===== config.mk =====
export PLATFORM = sky130hd
export DESIGN_NAME = telnet_slc_negotiator_core
export DESIGN_NICKNAME = d
export VERILOG_FILES = /design/src/design/tsn_pkg.sv /design/src/design/telnet_slc_negotiator_core.sv /design/src/design/tsn_ram.sv /design/src/design/tsn_entry_unit.sv
export SDC_FILE = /design/constraint.sdc
export NUM_CORES = 1
export LEC_CHECK = 0
export CORE_MARGIN = 4
export CORE_UTILIZATION = 60
export CTS_BUF_LIST = sky130_fd_sc_hd__clkbuf_4 sky130_fd_sc_hd__clkbuf_8
export DETAILED_ROUTE_END_ITERATION = 8
export DONT_BUFFER_PORTS = 1
export PLACE_DENSITY = 0.87
export SLEW_MARGIN = 25
export SYNTH_ARGS = -nofsm -noshare
export SYNTH_HDL_FRONTEND = slang
export SYNTH_HIERARCHICAL = 1
export SYNTH_SLANG_ARGS = --single-unit

===== constraint.sdc =====
create_clock -name clk_i -period 7.4 [get_ports clk_i]
set_input_delay 0.37 -clock clk_i [delete_from_list [all_inputs] [get_ports clk_i]]
set_output_delay 0.37 -clock clk_i [all_outputs]
set_load 0.01 [all_outputs]

===== src/design/tsn_pkg.sv =====
`default_nettype none

package tsn_pkg;

  // Table size default and field widths
  localparam int unsigned NUM_FUNCS_DEF = 18;
  localparam int unsigned BYTE_W        = 8;

  // Flag byte layout: level in bits 1:0, acknowledge in bit 7
  localparam logic [1:0] LVL_NOSUPPORT  = 2'd0;
  localparam logic [1:0] LVL_CANTCHANGE = 2'd1;
  localparam logic [1:0] LVL_VARIABLE   = 2'd2;
  localparam logic [1:0] LVL_DEFAULT    = 2'd3;
  localparam int unsigned ACK_POS       = 7;

  // Request types of an input item
  localparam logic [1:0] REQ_LOAD   = 2'd0;
  localparam logic [1:0] REQ_CLIENT = 2'd1;
  localparam logic [1:0] REQ_LOCAL  = 2'd2;

  // Reset value of the disabled character register
  localparam logic [7:0] DISABLED_CHAR_RST = 8'hFF;

  // One table entry as stored in the RAM
  typedef struct packed {
    logic [7:0] dflt_flags;
    logic [7:0] dflt_value;
    logic       changeable;
    logic [7:0] cur_flags;
    logic [7:0] cur_value;
    logic [7:0] term_char;
  } entry_t;

  localparam int unsigned ENTRY_W = $bits(entry_t);

  // Operation applied by the entry unit
  typedef enum logic [2:0] {
    OP_NONE,
    OP_LOAD,
    OP_UNKNOWN,
    OP_CLIENT,
    OP_RESTORE,
    OP_LIST,
    OP_LSET,
    OP_LCHECK
  } op_e;

  // Sequencer states
  typedef enum logic [1:0] {
    S_IDLE,
    S_READ,
    S_EVAL,
    S_FLUSH
  } state_e;

  // Result of the entry unit for one entry
  typedef struct packed {
    logic       we;
    logic       emit;
    logic [7:0] flags;
    logic [7:0] value;
    entry_t     entry;
  } unit_res_t;

endpackage

`default_nettype wire


===== src/design/telnet_slc_negotiator_core.sv =====
`default_nettype none

// Channel   | Direction | Handshake            | Payload
// ----------+-----------+----------------------+-------------------------------------------
// request   | in        | in_valid_i/in_ready_o | req_type, func_code, flags_in, char_value,
//           |           |                      | can_change
// response  | out       | out_valid_o/out_ready_i | out_func, out_flags, out_value, last
// config    | in        | cfg_we_i (no wait)   | cfg_wdata_i (disabled character)
//
// Each table access is a RAM read, then an evaluate and write back.
// Load and client triplet items make one access; a function zero restore or list walks
// the table; a local change writes, then walks it. The block takes one item at a time.
// Reset clears the table valid bits and sets the disabled character to 255; entries
// that were never written read as zero, so no clearing pass is needed.
// A stalled response holds the walk: one triplet is kept back to mark the last one.

module telnet_slc_negotiator_core #(
  parameter int unsigned NUM_FUNCS = tsn_pkg::NUM_FUNCS_DEF
) (
  input  wire logic       clk_i,
  input  wire logic       rst_ni,
  input  wire logic       in_valid_i,
  output logic            in_ready_o,
  input  wire logic [1:0] req_type_i,
  input  wire logic [7:0] func_code_i,
  input  wire logic [7:0] flags_in_i,
  input  wire logic [7:0] char_value_i,
  input  wire logic       can_change_i,
  output logic            out_valid_o,
  input  wire logic       out_ready_i,
  output logic      [7:0] out_func_o,
  output logic      [7:0] out_flags_o,
  output logic      [7:0] out_value_o,
  output logic            last_o,
  input  wire logic       cfg_we_i,
  input  wire logic [7:0] cfg_wdata_i
);

  localparam int unsigned IDX_W = (NUM_FUNCS > 1) ? $clog2(NUM_FUNCS) : 1;
  localparam logic [IDX_W-1:0] IDX_LAST = IDX_W'(NUM_FUNCS - 1);
  localparam logic [7:0] FUNC_MAX = 8'(NUM_FUNCS);

  tsn_pkg::state_e    state_q, state_d;
  tsn_pkg::op_e       op_q, dec_op;
  tsn_pkg::entry_t    rd_entry;
  tsn_pkg::unit_res_t res;

  logic [IDX_W-1:0]     idx_q, dec_idx;
  logic                 walk_q, dec_walk;
  logic [7:0]           func_q, flags_q, value_q;
  logic                 chg_q;
  logic [7:0]           dis_char_q;
  logic [NUM_FUNCS-1:0] valid_q;
  logic                 rvalid_q;
  logic [tsn_pkg::ENTRY_W-1:0] ram_rdata;

  logic       pend_valid_q;
  logic [7:0] pend_func_q, pend_flags_q, pend_value_q;

  logic in_accept, in_range, out_free, eval_stall, eval_go;
  logic walk_more, ram_re, ram_we, push_mid, push_last, pend_load, flush_go;

  // Decode an incoming item into an operation
  assign in_range = (func_code_i != 8'd0) && (func_code_i <= FUNC_MAX);

  always_comb begin
    dec_op   = tsn_pkg::OP_NONE;
    dec_walk = 1'b0;
    dec_idx  = IDX_W'(func_code_i - 8'd1);
    unique case (req_type_i)
      tsn_pkg::REQ_LOAD: begin
        if (in_range) begin
          dec_op = tsn_pkg::OP_LOAD;
        end
      end
      tsn_pkg::REQ_CLIENT: begin
        if (func_code_i > FUNC_MAX) begin
          dec_op = tsn_pkg::OP_UNKNOWN;
        end else if (func_code_i == 8'd0) begin
          dec_idx  = '0;
          dec_walk = 1'b1;
          if (flags_in_i[1:0] == tsn_pkg::LVL_DEFAULT) begin
            dec_op = tsn_pkg::OP_RESTORE;
          end else if (flags_in_i[1:0] == tsn_pkg::LVL_VARIABLE) begin
            dec_op = tsn_pkg::OP_LIST;
          end
        end else begin
          dec_op = tsn_pkg::OP_CLIENT;
        end
      end
      tsn_pkg::REQ_LOCAL: begin
        if (in_range) begin
          dec_op = tsn_pkg::OP_LSET;
        end else begin
          dec_op   = tsn_pkg::OP_LCHECK;
          dec_walk = 1'b1;
          dec_idx  = '0;
        end
      end
      default: begin
      end
    endcase
  end

  // Sequencer control
  assign in_ready_o = (state_q == tsn_pkg::S_IDLE);
  assign in_accept  = in_valid_i && in_ready_o;
  assign out_free   = !out_valid_o || out_ready_i;
  assign walk_more  = walk_q && (idx_q != IDX_LAST);

  always_comb begin
    ram_re     = (state_q == tsn_pkg::S_READ);
    eval_stall = res.emit && pend_valid_q && !out_free;
    eval_go    = (state_q == tsn_pkg::S_EVAL) && !eval_stall;
    ram_we     = eval_go && res.we;
    pend_load  = eval_go && res.emit;
    push_mid   = pend_load && pend_valid_q;
    flush_go   = (state_q == tsn_pkg::S_FLUSH) && (!pend_valid_q || out_free);
    push_last  = flush_go && pend_valid_q;
  end

  // Next state
  always_comb begin
    state_d = state_q;
    unique case (state_q)
      tsn_pkg::S_IDLE: begin
        if (in_accept) begin
          state_d = (dec_op == tsn_pkg::OP_NONE) ? tsn_pkg::S_FLUSH : tsn_pkg::S_READ;
        end
      end
      tsn_pkg::S_READ: begin
        state_d = tsn_pkg::S_EVAL;
      end
      tsn_pkg::S_EVAL: begin
        if (eval_go) begin
          state_d = ((op_q == tsn_pkg::OP_LSET) || walk_more) ?
                    tsn_pkg::S_READ : tsn_pkg::S_FLUSH;
        end
      end
      tsn_pkg::S_FLUSH: begin
        if (flush_go) begin
          state_d = tsn_pkg::S_IDLE;
        end
      end
      default: begin
        state_d = tsn_pkg::S_IDLE;
      end
    endcase
  end

  // Control state: sequencer, operation, walk index, valid bits, disabled character, output valid
  always_ff @(posedge clk_i or negedge rst_ni) begin
    if (!rst_ni) begin
      state_q    <= tsn_pkg::S_IDLE;
      op_q       <= tsn_pkg::OP_NONE;
      walk_q     <= 1'b0;
      idx_q      <= '0;
      valid_q    <= '0;
      dis_char_q <= tsn_pkg::DISABLED_CHAR_RST;
      pend_valid_q <= 1'b0;
      out_valid_o  <= 1'b0;
    end else begin
      state_q <= state_d;
      if (cfg_we_i) begin
        dis_char_q <= cfg_wdata_i;
      end
      if (in_accept) begin
        op_q   <= dec_op;
        walk_q <= dec_walk;
        idx_q  <= dec_idx;
      end else if (eval_go) begin
        // after the local write, walk the whole table
        if (op_q == tsn_pkg::OP_LSET) begin
          op_q   <= tsn_pkg::OP_LCHECK;
          walk_q <= 1'b1;
          idx_q  <= '0;
        end else if (walk_more) begin
          idx_q <= idx_q + IDX_W'(1);
        end
      end
      if (ram_we) begin
        valid_q[idx_q] <= 1'b1;
      end
      if (pend_load) begin
        pend_valid_q <= 1'b1;
      end else if (push_last) begin
        pend_valid_q <= 1'b0;
      end
      if (push_mid || push_last) begin
        out_valid_o <= 1'b1;
      end else if (out_ready_i) begin
        out_valid_o <= 1'b0;
      end
    end
  end

  // Item payload, read valid bit, pending triplet and output register
  always_ff @(posedge clk_i) begin
    if (in_accept) begin
      func_q  <= func_code_i;
      flags_q <= flags_in_i;
      value_q <= char_value_i;
      chg_q   <= can_change_i;
    end
    if (ram_re) begin
      rvalid_q <= valid_q[idx_q];
    end
    if (pend_load) begin
      pend_func_q  <= walk_q ? (8'(idx_q) + 8'd1) : func_q;
      pend_flags_q <= res.flags;
      pend_value_q <= res.value;
    end
    if (push_mid || push_last) begin
      out_func_o  <= pend_func_q;
      out_flags_o <= pend_flags_q;
      out_value_o <= pend_value_q;
      last_o      <= push_last;
    end
  end

  // Table storage
  tsn_ram #(
    .WIDTH(tsn_pkg::ENTRY_W),
    .DEPTH(NUM_FUNCS)
  ) u_table (
    .clk_i  (clk_i),
    .we_i   (ram_we),
    .waddr_i(idx_q),
    .wdata_i(res.entry),
    .re_i   (ram_re),
    .raddr_i(idx_q),
    .rdata_o(ram_rdata)
  );

  // Entries never written read as zero
  assign rd_entry = rvalid_q ? tsn_pkg::entry_t'(ram_rdata) : '0;

  tsn_entry_unit u_unit (
    .op_i           (op_q),
    .entry_i        (rd_entry),
    .flags_i        (flags_q),
    .value_i        (value_q),
    .chg_i          (chg_q),
    .disabled_char_i(dis_char_q),
    .res_o          (res)
  );

endmodule

`default_nettype wire


===== src/design/tsn_ram.sv =====
`default_nettype none

module tsn_ram #(
  parameter int unsigned WIDTH = 8,
  parameter int unsigned DEPTH = 16,
  localparam int unsigned AW   = (DEPTH > 1) ? $clog2(DEPTH) : 1
) (
  input  wire logic             clk_i,
  input  wire logic             we_i,
  input  wire logic [AW-1:0]    waddr_i,
  input  wire logic [WIDTH-1:0] wdata_i,
  input  wire logic             re_i,
  input  wire logic [AW-1:0]    raddr_i,
  output logic      [WIDTH-1:0] rdata_o
);

  logic [WIDTH-1:0] mem_q [DEPTH];

  // Write port
  always_ff @(posedge clk_i) begin
    if (we_i) begin
      mem_q[waddr_i] <= wdata_i;
    end
  end

  // Registered read port, holds when not reading
  always_ff @(posedge clk_i) begin
    if (re_i) begin
      rdata_o <= mem_q[raddr_i];
    end
  end

endmodule

`default_nettype wire


===== src/design/tsn_entry_unit.sv =====
`default_nettype none

module tsn_entry_unit (
  input  wire tsn_pkg::op_e       op_i,
  input  wire tsn_pkg::entry_t    entry_i,
  input  wire logic [7:0]         flags_i,
  input  wire logic [7:0]         value_i,
  input  wire logic               chg_i,
  input  wire logic [7:0]         disabled_char_i,
  output tsn_pkg::unit_res_t      res_o
);

  logic [1:0] his;
  logic [1:0] mine;
  logic [1:0] cur_lvl;
  logic       ack;

  assign his     = flags_i[1:0];
  assign mine    = entry_i.dflt_flags[1:0];
  assign cur_lvl = entry_i.cur_flags[1:0];
  assign ack     = flags_i[tsn_pkg::ACK_POS];

  // Evaluate one entry for the requested operation
  always_comb begin
    res_o       = '0;
    res_o.entry = entry_i;
    unique case (op_i)
      tsn_pkg::OP_NONE: begin
      end
      tsn_pkg::OP_LOAD: begin
        res_o.entry.dflt_flags = flags_i;
        res_o.entry.dflt_value = value_i;
        res_o.entry.changeable = chg_i;
        res_o.entry.cur_flags  = '0;
        res_o.entry.cur_value  = '0;
        res_o.entry.term_char  = value_i;
        res_o.we               = 1'b1;
      end
      tsn_pkg::OP_UNKNOWN: begin
        res_o.emit = 1'b1;
      end
      tsn_pkg::OP_RESTORE: begin
        res_o.entry.cur_value = entry_i.dflt_value;
        res_o.entry.cur_flags = (entry_i.dflt_value == disabled_char_i) ?
                                8'd0 : entry_i.dflt_flags;
        if (entry_i.changeable) begin
          res_o.entry.term_char = entry_i.dflt_value;
        end
        res_o.we    = 1'b1;
        res_o.emit  = (mine != tsn_pkg::LVL_NOSUPPORT);
        res_o.flags = res_o.entry.cur_flags;
        res_o.value = res_o.entry.cur_value;
      end
      tsn_pkg::OP_LIST: begin
        res_o.emit  = (mine != tsn_pkg::LVL_NOSUPPORT);
        res_o.flags = entry_i.cur_flags;
        res_o.value = entry_i.cur_value;
      end
      tsn_pkg::OP_LSET: begin
        res_o.entry.term_char = value_i;
        res_o.we              = 1'b1;
      end
      tsn_pkg::OP_LCHECK: begin
        if (entry_i.changeable && (entry_i.term_char != entry_i.cur_value)) begin
          res_o.entry.cur_value = entry_i.term_char;
          res_o.entry.cur_flags = (entry_i.term_char == disabled_char_i) ?
                                  8'd0 : entry_i.dflt_flags;
          res_o.we    = 1'b1;
          res_o.emit  = 1'b1;
          res_o.flags = res_o.entry.cur_flags;
          res_o.value = res_o.entry.cur_value;
        end
      end
      tsn_pkg::OP_CLIENT: begin
        // drop matching or acknowledged triplets
        if (!ack && !((his == cur_lvl) && (value_i == entry_i.cur_value))) begin
          res_o.we   = 1'b1;
          res_o.emit = 1'b1;
          if (his == tsn_pkg::LVL_NOSUPPORT) begin
            res_o.entry.cur_flags = flags_i;
            res_o.entry.cur_value = disabled_char_i;
            res_o.flags           = flags_i | 8'h80;
            res_o.value           = value_i;
          end else if (his == tsn_pkg::LVL_DEFAULT) begin
            res_o.entry.cur_flags = (mine == tsn_pkg::LVL_NOSUPPORT) ?
                                    8'd0 : entry_i.dflt_flags;
            res_o.entry.cur_value = entry_i.dflt_value;
            res_o.flags           = res_o.entry.cur_flags;
            res_o.value           = entry_i.dflt_value;
          end else if (entry_i.changeable) begin
            res_o.entry.cur_flags = flags_i;
            res_o.entry.cur_value = value_i;
            res_o.entry.term_char = value_i;
            res_o.flags           = flags_i | 8'h80;
            res_o.value           = value_i;
          end else if (mine == tsn_pkg::LVL_DEFAULT) begin
            res_o.entry.cur_flags = flags_i;
            res_o.entry.cur_value = value_i;
            res_o.flags           = flags_i | 8'h80;
            res_o.value           = value_i;
          end else if ((his == tsn_pkg::LVL_CANTCHANGE) &&
                       (mine == tsn_pkg::LVL_CANTCHANGE)) begin
            res_o.entry.cur_flags = {flags_i[7:2], tsn_pkg::LVL_NOSUPPORT};
            res_o.flags           = res_o.entry.cur_flags;
            res_o.value           = value_i;
          end else begin
            res_o.entry.cur_flags = {flags_i[7:2], mine};
            res_o.flags           = res_o.entry.cur_flags;
            res_o.value           = value_i;
            if (mine == tsn_pkg::LVL_CANTCHANGE) begin
              res_o.entry.cur_value = entry_i.dflt_value;
              res_o.value           = entry_i.dflt_value;
            end
          end
        end
      end
      default: begin
      end
    endcase
  end

endmodule

`default_nettype wire

==> results.py <==
metrics = {
    "clock_tree": {
        "clock_path_buffers": 3,
        "cts_root_buffer": "clkbuf_8",
        "postCtsSetupBuffers": 0,
        "htree_num_levels": 4,
        "cts.repair.resized": 0,
        "numCtsBuffers": 137,
        "clock_sinks": 893,
        "cts_hold_buf": 49,
        "cts_tree": "yes",
        "clkSlewWorstSetupHoldPaths_ns": 0.06,
        "clk_latency_ns": 0.79,
    },
    "setup_path": {
        "path_delay_family": "simple AND/OR/NAND/NOR gates",
        "critPathMaxFanout": 41,
        "critical_path_arrival_ns": 5.85,
        "end_kind": "flip-flop",
        "crit_chain": "buf_4, and2_1, xor2_1, nor4_1, a211oi_1, a21oi_1, mux2i_1, and4b_1, nor3b_2, buf_4, and2_1, nand3b_1, nor2_4, buf_4",
        "crit_required_ns": 7.85,
        "path_buf_inv": 3,
        "path_class": "flip-flop to flip-flop",
        "cp_common_cell": "buf_4",
        "crit_path_max_incr_delay_ns": 0.84,
        "critPathSlowestCell": "nor2_4",
        "cp-start-kind": "flip-flop",
    },
    "floorplan": {
        "pin_count": 67,
        "die-area_mm2": 0.0652,
        "start_util_pct": 60.7,
        "rows": 90,
        "die_w_um": 255,
        "fp.dieH_um": 255,
        "coreArea_mm2": 0.0605,
    },
    "timing": {
        "hold_viol": 0,
        "fin_skew_ns": 0.0346,
        "rsz0062_at_grt": "false",
        "worst_pin_slew_ns": 1.07,
        "fin_crit_sh_pct": 72.9,
        "slew_violations": 0,
        "timing.final.crit_period_ns": 5.40,
        "fmax_mhz": 185,
        "setup-tns-final_ns": 0,
        "finalSetupViolations": 0,
        "maxSlewHeadroom_pct": 28.8,
    },
    "logic_synthesis": {
        "synth_xor_area_share_pct": 0.931,
        "yosysSeqAreaShare_pct": 72.6,
        "syn_nets": 2075,
        "synth_top_family_by_area": "multiplexers",
        "synth-seq-cells": 893,
        "synth_ff_type": "edfxtp_1",
        "synth_edf_count": 854,
        "yosysUniqueCellTypes": 76,
        "avgSynthCellArea_um2": 18.1,
        "async_flop_share_pct": 4.37,
        "syn_inst": 2025,
        "netlist_area_mm2": 0.0367,
        "yosys-mux-area-fraction_pct": 13.7,
        "synth-simple-area-share_pct": 4.23,
        "synth_fa_ha_area_share_pct": 0.341,
        "yosys_warnings": 6,
        "synth-compound-area-share_pct": 6.22,
    },
    "detailed_routing": {
        "dr_total_vias": 20700,
        "ant_nets": 0,
        "via_per_inst": 6.78,
        "drc": 0,
        "first_pass_iters": 8,
        "wl_per_cell_um": 30.6,
        "drtIter0Drc": 2871,
        "wirelength_mm": 93.3,
    },
    "run_status": {
        "status": "finished clean",
    },
    "global_route": {
        "grt_pass1_wl_mm": 137,
        "grt.overflow.total": 0,
        "track_usage_pct": 28.6,
        "grt_max_degree": 139,
        "grt_pass1_vias": 20500,
        "antenna_found_initial": 7,
    },
    "pwr": {
        "powerDensity_mw_per_mm2": 406,
        "power_leakage_nw": 13.8,
        "ir_drop_uv": 240,
    },
    "finish": {
        "drive_gt1_share_pct": 22.5,
        "fin_nets": 2204,
        "instances_no_fill": 3049,
        "syn_to_final_growth_pct": 11.5,
    },
    "placement": {
        "portBuffers": 0,
        "gp_congestion": 0.929,
        "hpwlAfterDp_mm": 58.9,
        "dp_cells": 2744,
    },
    "job": {
        "max_cap_violations": 0,
    },
    "worst_hold_path": {
        "hold_class": "input pin to flip-flop",
    },
}
## sequential cells by signal, indices dropped and copies added (netlist names)
| register | cells |
|---|---|
| chg_q | 1 |
| dis_char_q | 8 |
| flags_q | 8 |
| func_q | 8 |
| idx_q | 5 |
| last_o | 1 |
| op_q | 3 |
| out_flags_o | 8 |
| out_func_o | 8 |
| out_valid_o | 1 |
| out_value_o | 8 |
| pend_flags_q | 8 |
| pend_func_q | 8 |
| pend_valid_q | 1 |
| pend_value_q | 8 |
| rvalid_q | 1 |
| state_q | 2 |
| u_table/mem_q | 738 |
| u_table/rdata_o | 41 |
| valid_q | 18 |
| value_q | 8 |
| walk_q | 1 |
## final cells by class
type | count | area (µm²)
Multi-Input combinational cell | 987 | 9530
Clock inverter | 66 | 390
Inverter | 26 | 97.6
Timing Repair Buffer | 109 | 1030
Tap cell | 782 | 978
Sequential cell | 893 | 26600
Fill cell | 3593 | 19500
Clock buffer | 181 | 2250
Antenna cell | 5 | 12.5
## metrics by stage
stage               hold slack [ns]  cell area [µm²]  util [%]  power (mW)  worst slack [ns]
global placement             0.0765            37700      62.3        12.4              2.15
global route                 0.0721            40900      67.7        17.2              1.69
floorplan                    0.0744            36700         -        10.6             0.104
CTS                         0.00137            40900      67.6        16.6              2.09
detailed placement           0.0765            37700      62.4        12.6              2.12
finish                       0.0804            40900      67.7        16.6              2.00
## Yosys cell counts, types with 20 or more instances
library cell | number | area, µm²
mux4_2 | 115 | 2590
o21ai_0 | 21 | 105
a221oi_1 | 41 | 359
dfrtp_1 | 31 | 776
and2_1 | 45 | 282
mux2i_1 | 134 | 1340
buf_2 | 20 | 100
xor2_1 | 37 | 324
clkbuf_1 | 65 | 244
inv_1 | 25 | 93.8
o211ai_1 | 62 | 465
o21ai_1 | 44 | 220
nand2_1 | 107 | 402
edfxtp_1 | 854 | 25600
mux2_2 | 61 | 687
a22oi_1 | 23 | 173
nor2_1 | 47 | 176
## cells by family (layout without fill, tap and decap cells)
kind of cell | after synthesis | count (layout)
other | 0 | 5
xor gates and xnor gates | 39 | 39
DFF | 893 | 893
and+or+nand+nor | 299 | 299
AOI/OAI and AO/OA | 309 | 309
adders and majority gates | 10 | 10
muxes | 330 | 330
buffers and inverters | 145 | 382
## layout by cell type (no fill, tap or decap), types with 25 or more instances in the layout
cell | netlist | routed
clkbuf_4 | 0 | 38
o21ai_1 | 44 | 44
dlygate4sd3_1 | 0 | 48
clkinv_1 | 1 | 42
mux2_2 | 61 | 61
edfxtp_1 | 854 | 854
mux4_2 | 115 | 115
dfrtp_1 | 31 | 27
clkbuf_8 | 0 | 143
nand2_1 | 107 | 107
xor2_1 | 37 | 37
o211ai_1 | 62 | 62
buf_4 | 13 | 53
nor2_1 | 47 | 33
mux2i_1 | 134 | 134
a221oi_1 | 41 | 41
and2_1 | 45 | 44
inv_1 | 25 | 25
## metal layers
layer  track usage (%)  vias to the layer above  share of wire (%)
met3              6.81                      207                 12
met2              45.2                     1539                 48
met1              39.6                    10400                 36
met5                 0                        -                  0
li1                  -                     8488                  -
met4              10.2                        0                3.4
## where the power goes
group / total, mW / internal, mW / switching [mW]
combinational: 5.37 / 1.69 / 3.68
clock: 3.94 / 2.07 / 1.87
sequential: 7.33 / 6.95 / 0.379
total: 16.6 / 10.7 / 5.92
## worst reg2reg max path, stage by stage, from the launching register on
cell and delay, ns:
edfxtp_1 0.32, buf_4 0.34, and2_1 0.36, xor2_1 0.12, nor4_1 0.53, a211oi_1 0.20
a21oi_1 0.21, mux2i_1 0.17, and4b_1 0.28, nor3b_2 0.16, buf_4 0.19, and2_1 0.46
nand3b_1 0.44, nor2_4 0.84, buf_4 0.46
## final timing paths
check / start / endpoint / slack (ns) / cells after the start
worst max-delay path: rvalid_q$_DFFE_PP_ / u_table/mem_q[9][12]$_DFFE_PP_ / 2.00 / 14
worst min-delay path: func_code_i[3] / idx_q[4]$_DFFE_PN0P_ / 0.08 / 5
worst max register to register: rvalid_q$_DFFE_PP_ / u_table/mem_q[9][12]$_DFFE_PP_ / 2.00 / 14
worst min register to register: pend_flags_q[2]$_DFFE_PP_ / out_flags_o[2]$_DFFE_PP_ / 0.42 / 0
max in group asynchronous: rst_ni / valid_q[2]$_DFFE_PN0P_ / 5.98 / 4
min in group asynchronous: rst_ni / valid_q[10]$_DFFE_PN0P_ / 0.59 / 3
No activity file was read; power rests on OpenSTA's default activity.
